### config.mk
export PLATFORM = sky130hd
export DESIGN_NAME = limit_order_trigger_oco
export DESIGN_NICKNAME = d
export VERILOG_FILES = /design/src/rtl/ocot_pkg.sv /design/src/rtl/ocot_ram.sv /design/src/rtl/limit_order_trigger_oco.sv
export VERILOG_INCLUDE_DIRS = /design/src /design/src/rtl
export SDC_FILE = /design/constraint.sdc
export NUM_CORES = 2
export LEC_CHECK = 0
export BUFFER_PORTS_ARGS = -buffer_cell sky130_fd_sc_hd__buf_2
export CAP_MARGIN = 20
export CELL_PAD_IN_SITES_DETAIL_PLACEMENT = 2
export CELL_PAD_IN_SITES_GLOBAL_PLACEMENT = 2
export CORE_UTILIZATION = 40
export CTS_CLUSTER_SIZE = 8
export DETAILED_ROUTE_END_ITERATION = 8
export PLACE_DENSITY_LB_ADDON = 0.2
export SETUP_SLACK_MARGIN = 0.1
export SLEW_MARGIN = 5
export SYNTH_ARGS = -nofsm -noshare
export SYNTH_HDL_FRONTEND = slang
export SYNTH_SLANG_ARGS = --single-unit
### constraint.sdc
create_clock -name clk -period 13 [get_ports clk]
set_clock_uncertainty 0.15 [all_clocks]
set_input_delay 1.3 -clock clk [delete_from_list [all_inputs] [get_ports clk]]
set_output_delay 1.3 -clock clk [all_outputs]
set_load 0.01 [all_outputs]
### src/rtl/limit_order_trigger_oco_assert.svh
// Assertion macros for the order trigger block.
// Used by the top level only; expects clk and rst in scope.
`ifndef LIMIT_ORDER_TRIGGER_OCO_ASSERT_SVH
`define LIMIT_ORDER_TRIGGER_OCO_ASSERT_SVH

// Check a property at every clock edge outside reset.
`define OCOT_ASSERT(lbl, prop, msg) \
  lbl: assert property (@(posedge clk) disable iff (rst) (prop)) else $error(msg);

// Check that a condition is followed by another in the next cycle.
`define OCOT_ASSERT_NEXT(lbl, pre, post, msg) \
  lbl: assert property (@(posedge clk) disable iff (rst) (pre) |=> (post)) else $error(msg);

`endif

### src/rtl/ocot_pkg.sv
// Shared types, codes and helpers for the order trigger block.
// No dependencies.
package ocot_pkg;

  localparam int ORDER_SLOTS  = 16;
  localparam int SYMBOL_COUNT = 16;
  localparam int GROUP_COUNT  = 8;
  localparam int PRICE_BITS   = 32;
  localparam int SLOT_W       = $clog2(ORDER_SLOTS);
  localparam int SYM_W        = $clog2(SYMBOL_COUNT);

  localparam logic [1:0] CMD_PLACE  = 2'd0;
  localparam logic [1:0] CMD_TICK   = 2'd1;
  localparam logic [1:0] CMD_CANCEL = 2'd2;
  localparam logic [1:0] CMD_UNUSED = 2'd3;

  localparam logic [1:0] ST_OPEN     = 2'd0;
  localparam logic [1:0] ST_FILLED   = 2'd1;
  localparam logic [1:0] ST_CANCELED = 2'd2;

  localparam logic [1:0] EV_OPEN     = 2'd0;
  localparam logic [1:0] EV_FILLED   = 2'd1;
  localparam logic [1:0] EV_CANCELED = 2'd2;
  localparam logic [1:0] EV_TICK     = 2'd3;

  localparam logic KIND_MARKET = 1'b0;
  localparam logic KIND_LIMIT  = 1'b1;

  typedef enum logic [3:0] {
    S_IDLE, S_DISPATCH, S_EMIT_OPEN, S_T_RD, S_T_CHK,
    S_G_RD, S_G_CHK, S_F_EMIT, S_C_EMIT, S_FLUSH
  } state_t;

  typedef struct packed {
    logic [3:0]            sym;
    logic                  side;
    logic                  kind;
    logic [PRICE_BITS-1:0] price;
  } ord_t;

  typedef struct packed {
    logic [1:0]  kind;
    logic [3:0]  slot;
    logic        okind;
    logic [3:0]  sym;
    logic [31:0] price;
  } ev_t;

  // Buy crosses when market <= limit, sell when market >= limit.
  function automatic logic crosses(input logic side, input logic [PRICE_BITS-1:0] mkt,
                                   input logic [PRICE_BITS-1:0] lim);
    crosses = side ? (mkt >= lim) : (mkt <= lim);
  endfunction

endpackage

### src/rtl/ocot_ram.sv
// Simple dual-port RAM, one write and one registered read per cycle.
// Uses no package.
module ocot_ram #(
  parameter int DEPTH = 16,
  parameter int WIDTH = 8
) (
  input  logic                     clk,
  input  logic                     we,
  input  logic [$clog2(DEPTH)-1:0] waddr,
  input  logic [WIDTH-1:0]         wdata,
  input  logic [$clog2(DEPTH)-1:0] raddr,
  output logic [WIDTH-1:0]         rdata
);

  logic [WIDTH-1:0] mem [DEPTH];

  always_ff @(posedge clk) begin
    if (we) begin
      mem[waddr] <= wdata;
    end
    rdata <= mem[raddr];
  end

endmodule

### src/rtl/limit_order_trigger_oco.sv
// Top level of the order trigger block with one-cancels-other groups.
// Depends on ocot_pkg, ocot_ram and limit_order_trigger_oco_assert.svh.

// One command is worked at a time; in_ready is high only while idle. A place emits
// its open word, a cancel of an open order its cancel word, and a tick its tick word
// and then a scan of every order slot. Each fill adds a fill word, plus a scan of
// every slot for the group when the filled order belongs to a group.
// The order RAM has a single read port with a registered read, so every slot visit
// is an address state then a check state (S_T_RD, S_T_CHK or S_G_RD, S_G_CHK). Results
// leave through a one-word hold stage so the last word of a command can be marked;
// output stalls stretch the work accordingly. No clearing pass after reset.
module limit_order_trigger_oco
  import ocot_pkg::*;
(
  input  logic                  clk,
  input  logic                  rst,
  input  logic                  in_valid,
  output logic                  in_ready,
  input  logic [1:0]            cmd,
  input  logic [3:0]            order_slot,
  input  logic [3:0]            symbol_id,
  input  logic                  side,
  input  logic                  order_kind,
  input  logic [PRICE_BITS-1:0] price,
  input  logic                  in_group,
  input  logic [2:0]            group_id,
  output logic                  out_valid,
  input  logic                  out_ready,
  output logic [1:0]            event_kind,
  output logic [3:0]            event_slot,
  output logic                  event_order_kind,
  output logic [3:0]            event_symbol,
  output logic [31:0]           event_price,
  output logic                  last_of_run
);

  state_t state, state_next;

  logic [1:0]            c_cmd;
  logic [SLOT_W-1:0]     c_slot;
  logic [3:0]            c_sym;
  logic                  c_side;
  logic                  c_kind;
  logic [PRICE_BITS-1:0] c_price;
  logic [3:0]            c_grp;

  logic [SLOT_W-1:0] j, k, cur;
  logic              cur_kind;
  logic [3:0]        cur_sym;
  logic [3:0]        cur_grp;
  logic              from_tick;

  logic [ORDER_SLOTS-1:0]  used;
  logic [1:0]              status [ORDER_SLOTS];
  logic [3:0]              group  [ORDER_SLOTS];
  logic [SYMBOL_COUNT-1:0] known;

  logic pend_v;
  ev_t  pend;
  ev_t  out_ev;
  logic out_last;

  ord_t                  ord_rd;
  logic [$bits(ord_t)-1:0] ord_rdata;
  logic [PRICE_BITS-1:0] lp_rdata;
  logic                  ord_we, lp_we;
  logic [SLOT_W-1:0]     ord_raddr;

  logic out_free, can_emit, emit;
  ev_t  ev_new;
  logic place_ok, tick_ok, mkt_fill, tick_hit, sib_hit, can_hit, j_last, k_last;

  assign ord_rd   = ord_t'(ord_rdata);
  assign out_free = !out_valid || out_ready;
  assign can_emit = !pend_v || out_free;
  assign place_ok = int'(c_sym) < SYMBOL_COUNT;
  assign tick_ok  = int'(c_sym) < SYMBOL_COUNT;
  assign j_last   = int'(j) == ORDER_SLOTS - 1;
  assign k_last   = int'(k) == ORDER_SLOTS - 1;
  assign mkt_fill = (c_kind == KIND_MARKET) && known[c_sym[SYM_W-1:0]] &&
                    crosses(c_side, lp_rdata, c_price);
  assign tick_hit = used[j] && (status[j] == ST_OPEN) && (ord_rd.kind == KIND_LIMIT) &&
                    (ord_rd.sym == c_sym) && crosses(ord_rd.side, c_price, ord_rd.price);
  assign sib_hit  = (k != cur) && used[k] && (group[k] == cur_grp) &&
                    (status[k] == ST_OPEN);
  assign can_hit  = used[c_slot] && (status[c_slot] == ST_OPEN);

  assign ord_we    = (state == S_DISPATCH) && (c_cmd == CMD_PLACE) && place_ok;
  assign lp_we     = (state == S_DISPATCH) && (c_cmd == CMD_TICK) && tick_ok;
  assign ord_raddr = (state == S_G_RD || state == S_G_CHK) ? k : j;

  ocot_ram #(.DEPTH(ORDER_SLOTS), .WIDTH($bits(ord_t))) u_ord_ram (
    .clk   (clk),
    .we    (ord_we),
    .waddr (c_slot),
    .wdata ({c_sym, c_side, c_kind, c_price}),
    .raddr (ord_raddr),
    .rdata (ord_rdata)
  );

  ocot_ram #(.DEPTH(SYMBOL_COUNT), .WIDTH(PRICE_BITS)) u_lp_ram (
    .clk   (clk),
    .we    (lp_we),
    .waddr (c_sym[SYM_W-1:0]),
    .wdata (c_price),
    .raddr (c_sym[SYM_W-1:0]),
    .rdata (lp_rdata)
  );

  assign in_ready         = (state == S_IDLE);
  assign event_kind       = out_ev.kind;
  assign event_slot       = out_ev.slot;
  assign event_order_kind = out_ev.okind;
  assign event_symbol     = out_ev.sym;
  assign event_price      = out_ev.price;
  assign last_of_run      = out_last;

  always_ff @(posedge clk) begin
    if (rst) begin
      state <= S_IDLE;
    end else begin
      state <= state_next;
    end
  end

  always_comb begin
    state_next = state;
    emit       = 1'b0;
    ev_new     = '0;
    unique case (state)
      S_IDLE: begin
        if (in_valid) state_next = S_DISPATCH;
      end
      S_DISPATCH: begin
        unique case (c_cmd)
          CMD_PLACE:  state_next = place_ok ? S_EMIT_OPEN : S_FLUSH;
          CMD_TICK: begin
            if (!tick_ok) begin
              state_next = S_FLUSH;
            end else if (can_emit) begin
              emit         = 1'b1;
              ev_new.kind  = EV_TICK;
              ev_new.sym   = c_sym;
              ev_new.price = 32'(c_price);
              state_next   = S_T_RD;
            end
          end
          CMD_CANCEL: state_next = S_C_EMIT;
          default:    state_next = S_FLUSH;
        endcase
      end
      S_EMIT_OPEN: begin
        if (can_emit) begin
          emit         = 1'b1;
          ev_new.kind  = EV_OPEN;
          ev_new.slot  = 4'(c_slot);
          ev_new.okind = c_kind;
          ev_new.sym   = c_sym;
          state_next   = mkt_fill ? (c_grp[3] ? S_G_RD : S_F_EMIT) : S_FLUSH;
        end
      end
      S_T_RD: state_next = S_T_CHK;
      S_T_CHK: begin
        if (tick_hit) state_next = group[j][3] ? S_G_RD : S_F_EMIT;
        else          state_next = j_last ? S_FLUSH : S_T_RD;
      end
      S_G_RD: state_next = S_G_CHK;
      S_G_CHK: begin
        if (sib_hit) begin
          if (can_emit) begin
            emit         = 1'b1;
            ev_new.kind  = EV_CANCELED;
            ev_new.slot  = 4'(k);
            ev_new.okind = ord_rd.kind;
            ev_new.sym   = ord_rd.sym;
            state_next   = k_last ? S_F_EMIT : S_G_RD;
          end
        end else begin
          state_next = k_last ? S_F_EMIT : S_G_RD;
        end
      end
      S_F_EMIT: begin
        if (can_emit) begin
          emit         = 1'b1;
          ev_new.kind  = EV_FILLED;
          ev_new.slot  = 4'(cur);
          ev_new.okind = cur_kind;
          ev_new.sym   = cur_sym;
          state_next   = (from_tick && !j_last) ? S_T_RD : S_FLUSH;
        end
      end
      S_C_EMIT: begin
        if (!can_hit) begin
          state_next = S_FLUSH;
        end else if (can_emit) begin
          emit         = 1'b1;
          ev_new.kind  = EV_CANCELED;
          ev_new.slot  = 4'(c_slot);
          ev_new.okind = ord_rd.kind;
          ev_new.sym   = ord_rd.sym;
          state_next   = S_FLUSH;
        end
      end
      S_FLUSH: begin
        if (!pend_v || out_free) state_next = S_IDLE;
      end
      default: state_next = S_IDLE;
    endcase
  end

  // Command latch and scan registers.
  always_ff @(posedge clk) begin
    if (state == S_IDLE && in_valid) begin
      c_cmd   <= cmd;
      c_slot  <= order_slot[SLOT_W-1:0];
      c_sym   <= symbol_id;
      c_side  <= side;
      c_kind  <= order_kind;
      c_price <= price;
      c_grp   <= (in_group && int'(group_id) < GROUP_COUNT) ? {1'b1, group_id} : 4'd0;
      j       <= (cmd == CMD_TICK) ? '0 : order_slot[SLOT_W-1:0];
    end
    if (state == S_EMIT_OPEN && can_emit && mkt_fill) begin
      cur       <= c_slot;
      cur_kind  <= c_kind;
      cur_sym   <= c_sym;
      cur_grp   <= c_grp;
      from_tick <= 1'b0;
      k         <= '0;
    end
    if (state == S_T_CHK) begin
      if (tick_hit) begin
        cur       <= j;
        cur_kind  <= ord_rd.kind;
        cur_sym   <= ord_rd.sym;
        cur_grp   <= group[j];
        from_tick <= 1'b1;
        k         <= '0;
      end else if (!j_last) begin
        j <= j + 1'b1;
      end
    end
    if (state == S_G_CHK && (!sib_hit || can_emit) && !k_last) begin
      k <= k + 1'b1;
    end
    if (state == S_F_EMIT && can_emit && from_tick && !j_last) begin
      j <= j + 1'b1;
    end
    if (emit) begin
      pend <= ev_new;
    end
    if (emit && pend_v) begin
      out_ev   <= pend;
      out_last <= 1'b0;
    end else if (state == S_FLUSH && pend_v && out_free) begin
      out_ev   <= pend;
      out_last <= 1'b1;
    end
  end

  // Slot status, groups and output handshake.
  always_ff @(posedge clk) begin
    if (rst) begin
      used      <= '0;
      known     <= '0;
      pend_v    <= 1'b0;
      out_valid <= 1'b0;
      for (int i = 0; i < ORDER_SLOTS; i++) begin
        status[i] <= ST_OPEN;
        group[i]  <= 4'd0;
      end
    end else begin
      if (ord_we) begin
        used[c_slot]   <= 1'b1;
        status[c_slot] <= ST_OPEN;
        group[c_slot]  <= c_grp;
      end
      if (lp_we) begin
        known[c_sym[SYM_W-1:0]] <= 1'b1;
      end
      if (state == S_EMIT_OPEN && can_emit && mkt_fill) begin
        status[c_slot] <= ST_FILLED;
      end
      if (state == S_T_CHK && tick_hit) begin
        status[j] <= ST_FILLED;
      end
      if (state == S_G_CHK && sib_hit && can_emit) begin
        status[k] <= ST_CANCELED;
      end
      if (state == S_C_EMIT && can_hit && can_emit) begin
        status[c_slot] <= ST_CANCELED;
      end
      if (emit) begin
        pend_v <= 1'b1;
      end else if (state == S_FLUSH && pend_v && out_free) begin
        pend_v <= 1'b0;
      end
      // load a word into the output stage, else drop it once taken
      if ((emit && pend_v) || (state == S_FLUSH && pend_v && out_free)) begin
        out_valid <= 1'b1;
      end else if (out_ready) begin
        out_valid <= 1'b0;
      end
    end
  end

`include "limit_order_trigger_oco_assert.svh"

  `OCOT_ASSERT(a_idle_no_pend, (state != S_IDLE) || !pend_v, "held word left at idle")
  `OCOT_ASSERT(a_tick_fields, !(out_valid && event_kind == EV_TICK) || (event_slot == 4'd0 && event_order_kind == 1'b0), "tick word carries slot data")
  `OCOT_ASSERT(a_order_price, !(out_valid && event_kind != EV_TICK) || (event_price == 32'd0), "order word carries a price")
  `OCOT_ASSERT_NEXT(a_flush_done, (state == S_FLUSH) && out_free, state == S_IDLE, "flush did not finish")

endmodule

# After elaboration in Yosys (flattened, before gate mapping)
# Memories as Yosys holds them, arrays and structs flattened. A register that Yosys moved wholly into a read port is not among the register bits.
# Index checks and enable logic that the tools add are counted.
word_totals:
  regBits: 195
  out_inout_bits: 46
  ram_bits: 1216
  mem_count: 4
memory_table:
  columns: ["name", "words", "word_bits", "rd", "rd_clocked_by_memory_dff", "write_ports", "line_no", "rtl"]
  rows:
  - ["u_ord_ram.mem", 16, 38, 1, 1, 1, "ocot_ram.sv:15", "logic [WIDTH-1:0] mem [DEPTH];"]
  - ["u_lp_ram.mem", 16, 32, 1, 1, 1, "ocot_ram.sv:15", null]
  - ["group", 16, 4, 2, 2, 16, "limit_order_trigger_oco.sv:55", "logic [3:0] group [ORDER_SLOTS];"]
  - ["status", 16, 2, 3, 3, 16, "limit_order_trigger_oco.sv:54", "logic [1:0] status [ORDER_SLOTS];"]
classes:
  n_eq_ne: 24
  n_lt_le_gt_ge: 10
  mux: 118
  add_sub_neg: 2
  bitwise_logic: 5
  n_reduce_logical: 56
ops:
  columns: ["op", "count"]
  rows:
  - ["4-bit two-way mux", 40]
  - ["43-bit two-way mux", 2]
  - ["36-bit two-way mux", 2]
  - ["32-bit greater-or-equal comparator", 2]
  - ["32-bit <= comparator", 2]
  - ["1-bit two-way mux", 46]
  - ["11-bit two-way mux", 4]
  - ["4-bit case mux with 10 select lines", 1]
  - ["16-bit OR", 2]
  - ["1-bit logical AND", 31]
  - ["4-bit by 5-bit < comparator with 1-bit output (second input constant)", 4]
  - ["2-bit two-way mux", 10]
  - ["4-bit case mux with 5 select lines", 1]
  - ["5-bit case mux with 4 select lines", 1]
  - ["1-bit binary-select mux with 4-bit select", 4]
  - ["4-bit by 3-bit == test with 1-bit output (second input constant)", 4]
  - ["4-bit by 1-bit == test with 1-bit output (second input constant)", 3]
  - ["4-bit case mux with 3 select lines", 1]
  - ["10-bit two-way mux", 1]
  - ["2-bit case mux with 5 select lines", 1]
  - ["9-bit two-way mux", 1]
  - ["3-bit != test (second input constant)", 3]
  - ["4-bit by 1-bit adder with 4-bit output (second input constant)", 2]
  - ["1-bit demux with 4-bit select", 2]
  - ["other kinds (20)", 45]

# Logic depth before layout (Yosys ltp)
logic_depth:
  word_depth: 14
  mapped_depth: 14
  depth_no_buf: 12

# Hierarchy
# From an unflattened synthesis, not the netlist that was laid out.
unflattened:
  cells_unflattened: 3113
  area_unflattened_um2: 58594.9
by_module_without_submodules:
  columns: ["module", "area_each_um2", "instances", "seq_area_each_um2", "cells_each"]
  rows:
  - ["ocot_ram (u_ord_ram)", 23570.1, 1, 19018.2, 989]
  - ["ocot_ram (u_lp_ram)", 19854.0, 1, 16015.4, 838]
  - ["limit_order_trigger_oco", 15170.8, 1, 8207.9, 1286]

# Worst setup path before layout
# No wires, ideal clock.
synth_timing:
  kind: "reg2reg"
  start: "reg state[1]"
  end: "mem group[2][0] (enable)"
  arrival_time_ns: 4.881
  path_stages_with_launch: 10
  slack_ns: 7.658
  period_less_slack_ns: 5.342
  path_cell_list: "dfxtp_1 -> clkbuf_1 -> nor2_1 -> nand2_1 -> nor3_1 -> nand2b_1 -> or3_1 -> clkbuf_1 -> nor3_1 -> or2_2"
synth_rtl:
  columns: ["element", "line_no", "rtl"]
  rows:
  - ["start: declaration", "limit_order_trigger_oco.sv:37", "state_t state, state_next;"]
  - ["start signal: assignment", "limit_order_trigger_oco.sv:122", "state <= state_next;"]
  - ["end: declaration", "limit_order_trigger_oco.sv:55", null]

==> impl_metrics.env <==
export IMPL_post_cts_repair_setup_buffers=0
export IMPL_die_h_um=385.2
export IMPL_drv_cap=0
export IMPL_yosysMostFrequentCell="edfxtp_1"
export IMPL_synth_largest_area_cell="edfxtp_1"
export IMPL_async_flop_share_pct=0
export IMPL_vdd_ir_drop_max_v=0.0001453
export IMPL_cp_max_fo=34
export IMPL_leakagePower_nw=22.40
export IMPL_cts_tree="done"
export IMPL_critPathMaxStageDelay_ns=1.01
export IMPL_yosys_warnings=0
export IMPL_std_cell_rows=140
export IMPL_cts_buffers=203
export IMPL_worstPathArrival_ns=5.99
export IMPL_min_period_ns=5.668
export IMPL_start_util_pct=40.31
export IMPL_status="complete, no violations"
export IMPL_layout_cells_non_filler=5437
export IMPL_cts_resized_gates=0
export IMPL_stdcell_area_sq_um=68090
export IMPL_worstMarginPinSlew_ns=1.095
export IMPL_drc=0
export IMPL_drive_gt1_share_pct=24.18
export IMPL_finalSetupTns_ns=0
export IMPL_synth_edf_count=1350
export IMPL_antenna_found_initial=4
export IMPL_dp_hpwl_mm=105.7
export IMPL_vias=32280
export IMPL_relSlewSlack_pct=26.62
export IMPL_yosys_top_cells_area="edfxtp_1 (69%), mux4_2 (14%), dfxtp_1 (4.6%), ha_1 (1.4%), and2_1 (1.1%)"
export IMPL_crit_chain="inv_1 > ha_1 > nand4_1 > nor4_1 > nand4_1 > a31oi_1 > o21ai_0 > a31oi_1 > a21boi_1 > nor3b_1 > or4_4 > o21ai_0"
export IMPL_synth_seq_cells=1485
export IMPL_critPathTopFamily="compound AO/OA/AOI/OAI gates"
export IMPL_h_tree_depth=4
export IMPL_nets=3476
export IMPL_finalHoldViolations=0
export IMPL_post_dp_cell_area_sq_um=62020
export IMPL_floorplan_die_width_um=385.2
export IMPL_core_sq_um=145700
export IMPL_finalSetupViolations=0
export IMPL_required_ns=13.32
export IMPL_ys_top_cells_by_count="edfxtp_1 (1350), mux4_2 (357), nand2_1 (166)"
export IMPL_worst_path_buf_inv=1
export IMPL_crit_type="register to register"
export IMPL_die_area_sq_um=148400
export IMPL_finalMaxSlewViolations=0
export IMPL_yosysTopAreaCellShare_pct=69.01
export IMPL_clockRootBuffer="clkbuf_16"
export IMPL_track_usage_pct=25.12
export IMPL_area_delta_synth_final_pct=15.91
export IMPL_crit_path_start="c_price[22]"
export IMPL_synth_avg_cell_area_sq_um=18.82
export IMPL_holdBufCountCts=0
export IMPL_grt_pass1_vias=35090
export IMPL_ant_nets=0
export IMPL_max_freq_mhz=176.4
export IMPL_grt_util_met2_pct=42.30
export IMPL_wl_per_cell_um=34.01
export IMPL_viasPerCell=5.937
export IMPL_holdCritPathClass="register to register"
export IMPL_clk_latency_ns=0.85
export IMPL_grt_max_degree=100
export IMPL_cpMaxStageDelayCell="edfxtp_1"
export IMPL_ys_flop_type="edfxtp_1"
export IMPL_syn_nets=3240
export IMPL_ioPinCount=98
export IMPL_clkSinkCount=1485
export IMPL_start_kind="register"
export IMPL_drt_iter0_drc=2964
export IMPL_cts_buffer_depth=3
export IMPL_gp_congestion=0.8423
export IMPL_met3_usage_pct=4.024
export IMPL_grt_busiest_layer="met2"
export IMPL_drt_pass1_iter_count=5
export IMPL_crit_path_end_kind="register"
export IMPL_pwr_density_cell_nw_per_um2=192.3
export IMPL_path_clk_slew_ns=0.05
export IMPL_r2r_start="c_price[22]"
export IMPL_dp_cells=5067
export IMPL_netlist_area_sq_um=58750
export IMPL_synthDistinctLibCells=75
export IMPL_grt_setup_unrepaired="no"
export IMPL_overflow=0
export IMPL_synth_seq_area_share_pct=73.61
export IMPL_grt_pass1_wl_mm=262.3
export IMPL_wl_mm=184.9
export IMPL_io_buffer_count=97
export IMPL_whs_ns=0.2546
export IMPL_use_met1_pct=33.57
export IMPL_fin_crit_sh_pct=43.60
export IMPL_postSynthCellCount=3122
export IMPL_hold_start="pend[23]"
-- report_power, final --
part / switching (mW) / internal, mW / total, mW
registers: 0.185 / 5.50 / 5.68
clock network: 2.09 / 2.94 / 5.04
logic: 1.41 / 0.966 / 2.37
-- logic make-up (layout without fill, tap and decap cells) --
group	count (synthesis)	in the layout	synth area share, %
adder cells (fa/ha/maj)	66	66	1.406
flip-flops	1485	1485	73.61
multiplexers	405	405	14.53
other	0	1	0
AO/OA/AOI/OAI	302	302	3.391
buffers and inverters	252	649	1.725
XOR/XNOR	16	16	0.2385
AND/OR/NAND/NOR	596	596	5.101
-- final timing paths --
kind | endpoint | slack [ns] | cells after the start
worst min register to register | event_price[23] | 0.25 | 0
worst max register to register | status[1][1] | 7.33 | 12
worst min-delay path | event_price[23] | 0.25 | 0
worst max-delay path | status[1][1] | 7.33 | 12
-- placed cells by master, fill, tap and decap left out, types with 8 or more instances in the layout --
master     synthesis  final
nor3_1            85     76
ha_1              66     66
nand2b_1          14     14
clkbuf_1         120    148
nor4_1            11     11
nor3_2             8     17
or3_1              9      9
buf_2              9     97
o21ai_0           54     53
mux2i_1           34     30
nand4_1           12     12
mux2_2            14     14
a31oi_1           44     44
a211oi_1          47     47
buf_4              4     96
nor2_1           113     88
edfxtp_1        1350   1350
a21oi_1           61     60
a21o_1            12     12
dfxtp_1          135    133
clkbuf_16          0    204
nor2_4             0     25
clkinv_16          0      8
a221oi_1           8      8
nand3_1           21     21
and3_1             9      9
xnor2_1           10     10
mux4_2           357    357
nor4b_1            9      9
nand2_1          166    166
inv_1             82     82
o21a_1             9      9
and2_1           105    104
o211ai_1          11     11
-- flip-flops by register name (all words and copies together) (netlist names), 4 cells and up, named ones only --
signal	flops
c_grp	4
c_price	32
c_slot	4
c_sym	4
cur	4
cur_grp	4
cur_sym	4
event_price	32
event_slot	4
event_symbol	4
group	64
j	4
k	4
known	16
pend	43
state	4
status	32
u_lp_ram.mem	512
u_lp_ram.rdata	32
u_ord_ram.mem	608
u_ord_ram.rdata	38
used	16
-- metrics by stage --
stage | total power, mW | utilization (%) | setup WS, ns
after global routing | 13.53 | 46.72 | 6.970
after floorplan | 7.264 | - | 7.658
after CTS | 13.20 | 46.66 | 7.295
final | 13.09 | 46.72 | 7.332
after global placement | 8.021 | 42.54 | 7.699
after detailed placement | 8.135 | 42.55 | 7.339
-- layout make-up --
type	instances	area (sq um)
fillers	13190	77650
flip-flops and latches	1485	43240
multi-input cells	1385	14800
clock buffers	352	5660
well taps	1917	2399
repair buffers	199	1340
clock inverters	14	330.3
inverters	84	316.6
diodes	1	2.502
-- metal layers --
layer,up-vias,share of wire [%]
met5,-,0.015
li1,13110,-
met1,17660,42
met3,302,5.3
met2,1194,50
met4,4,2.6
Power figures use the tool's default switching activity.
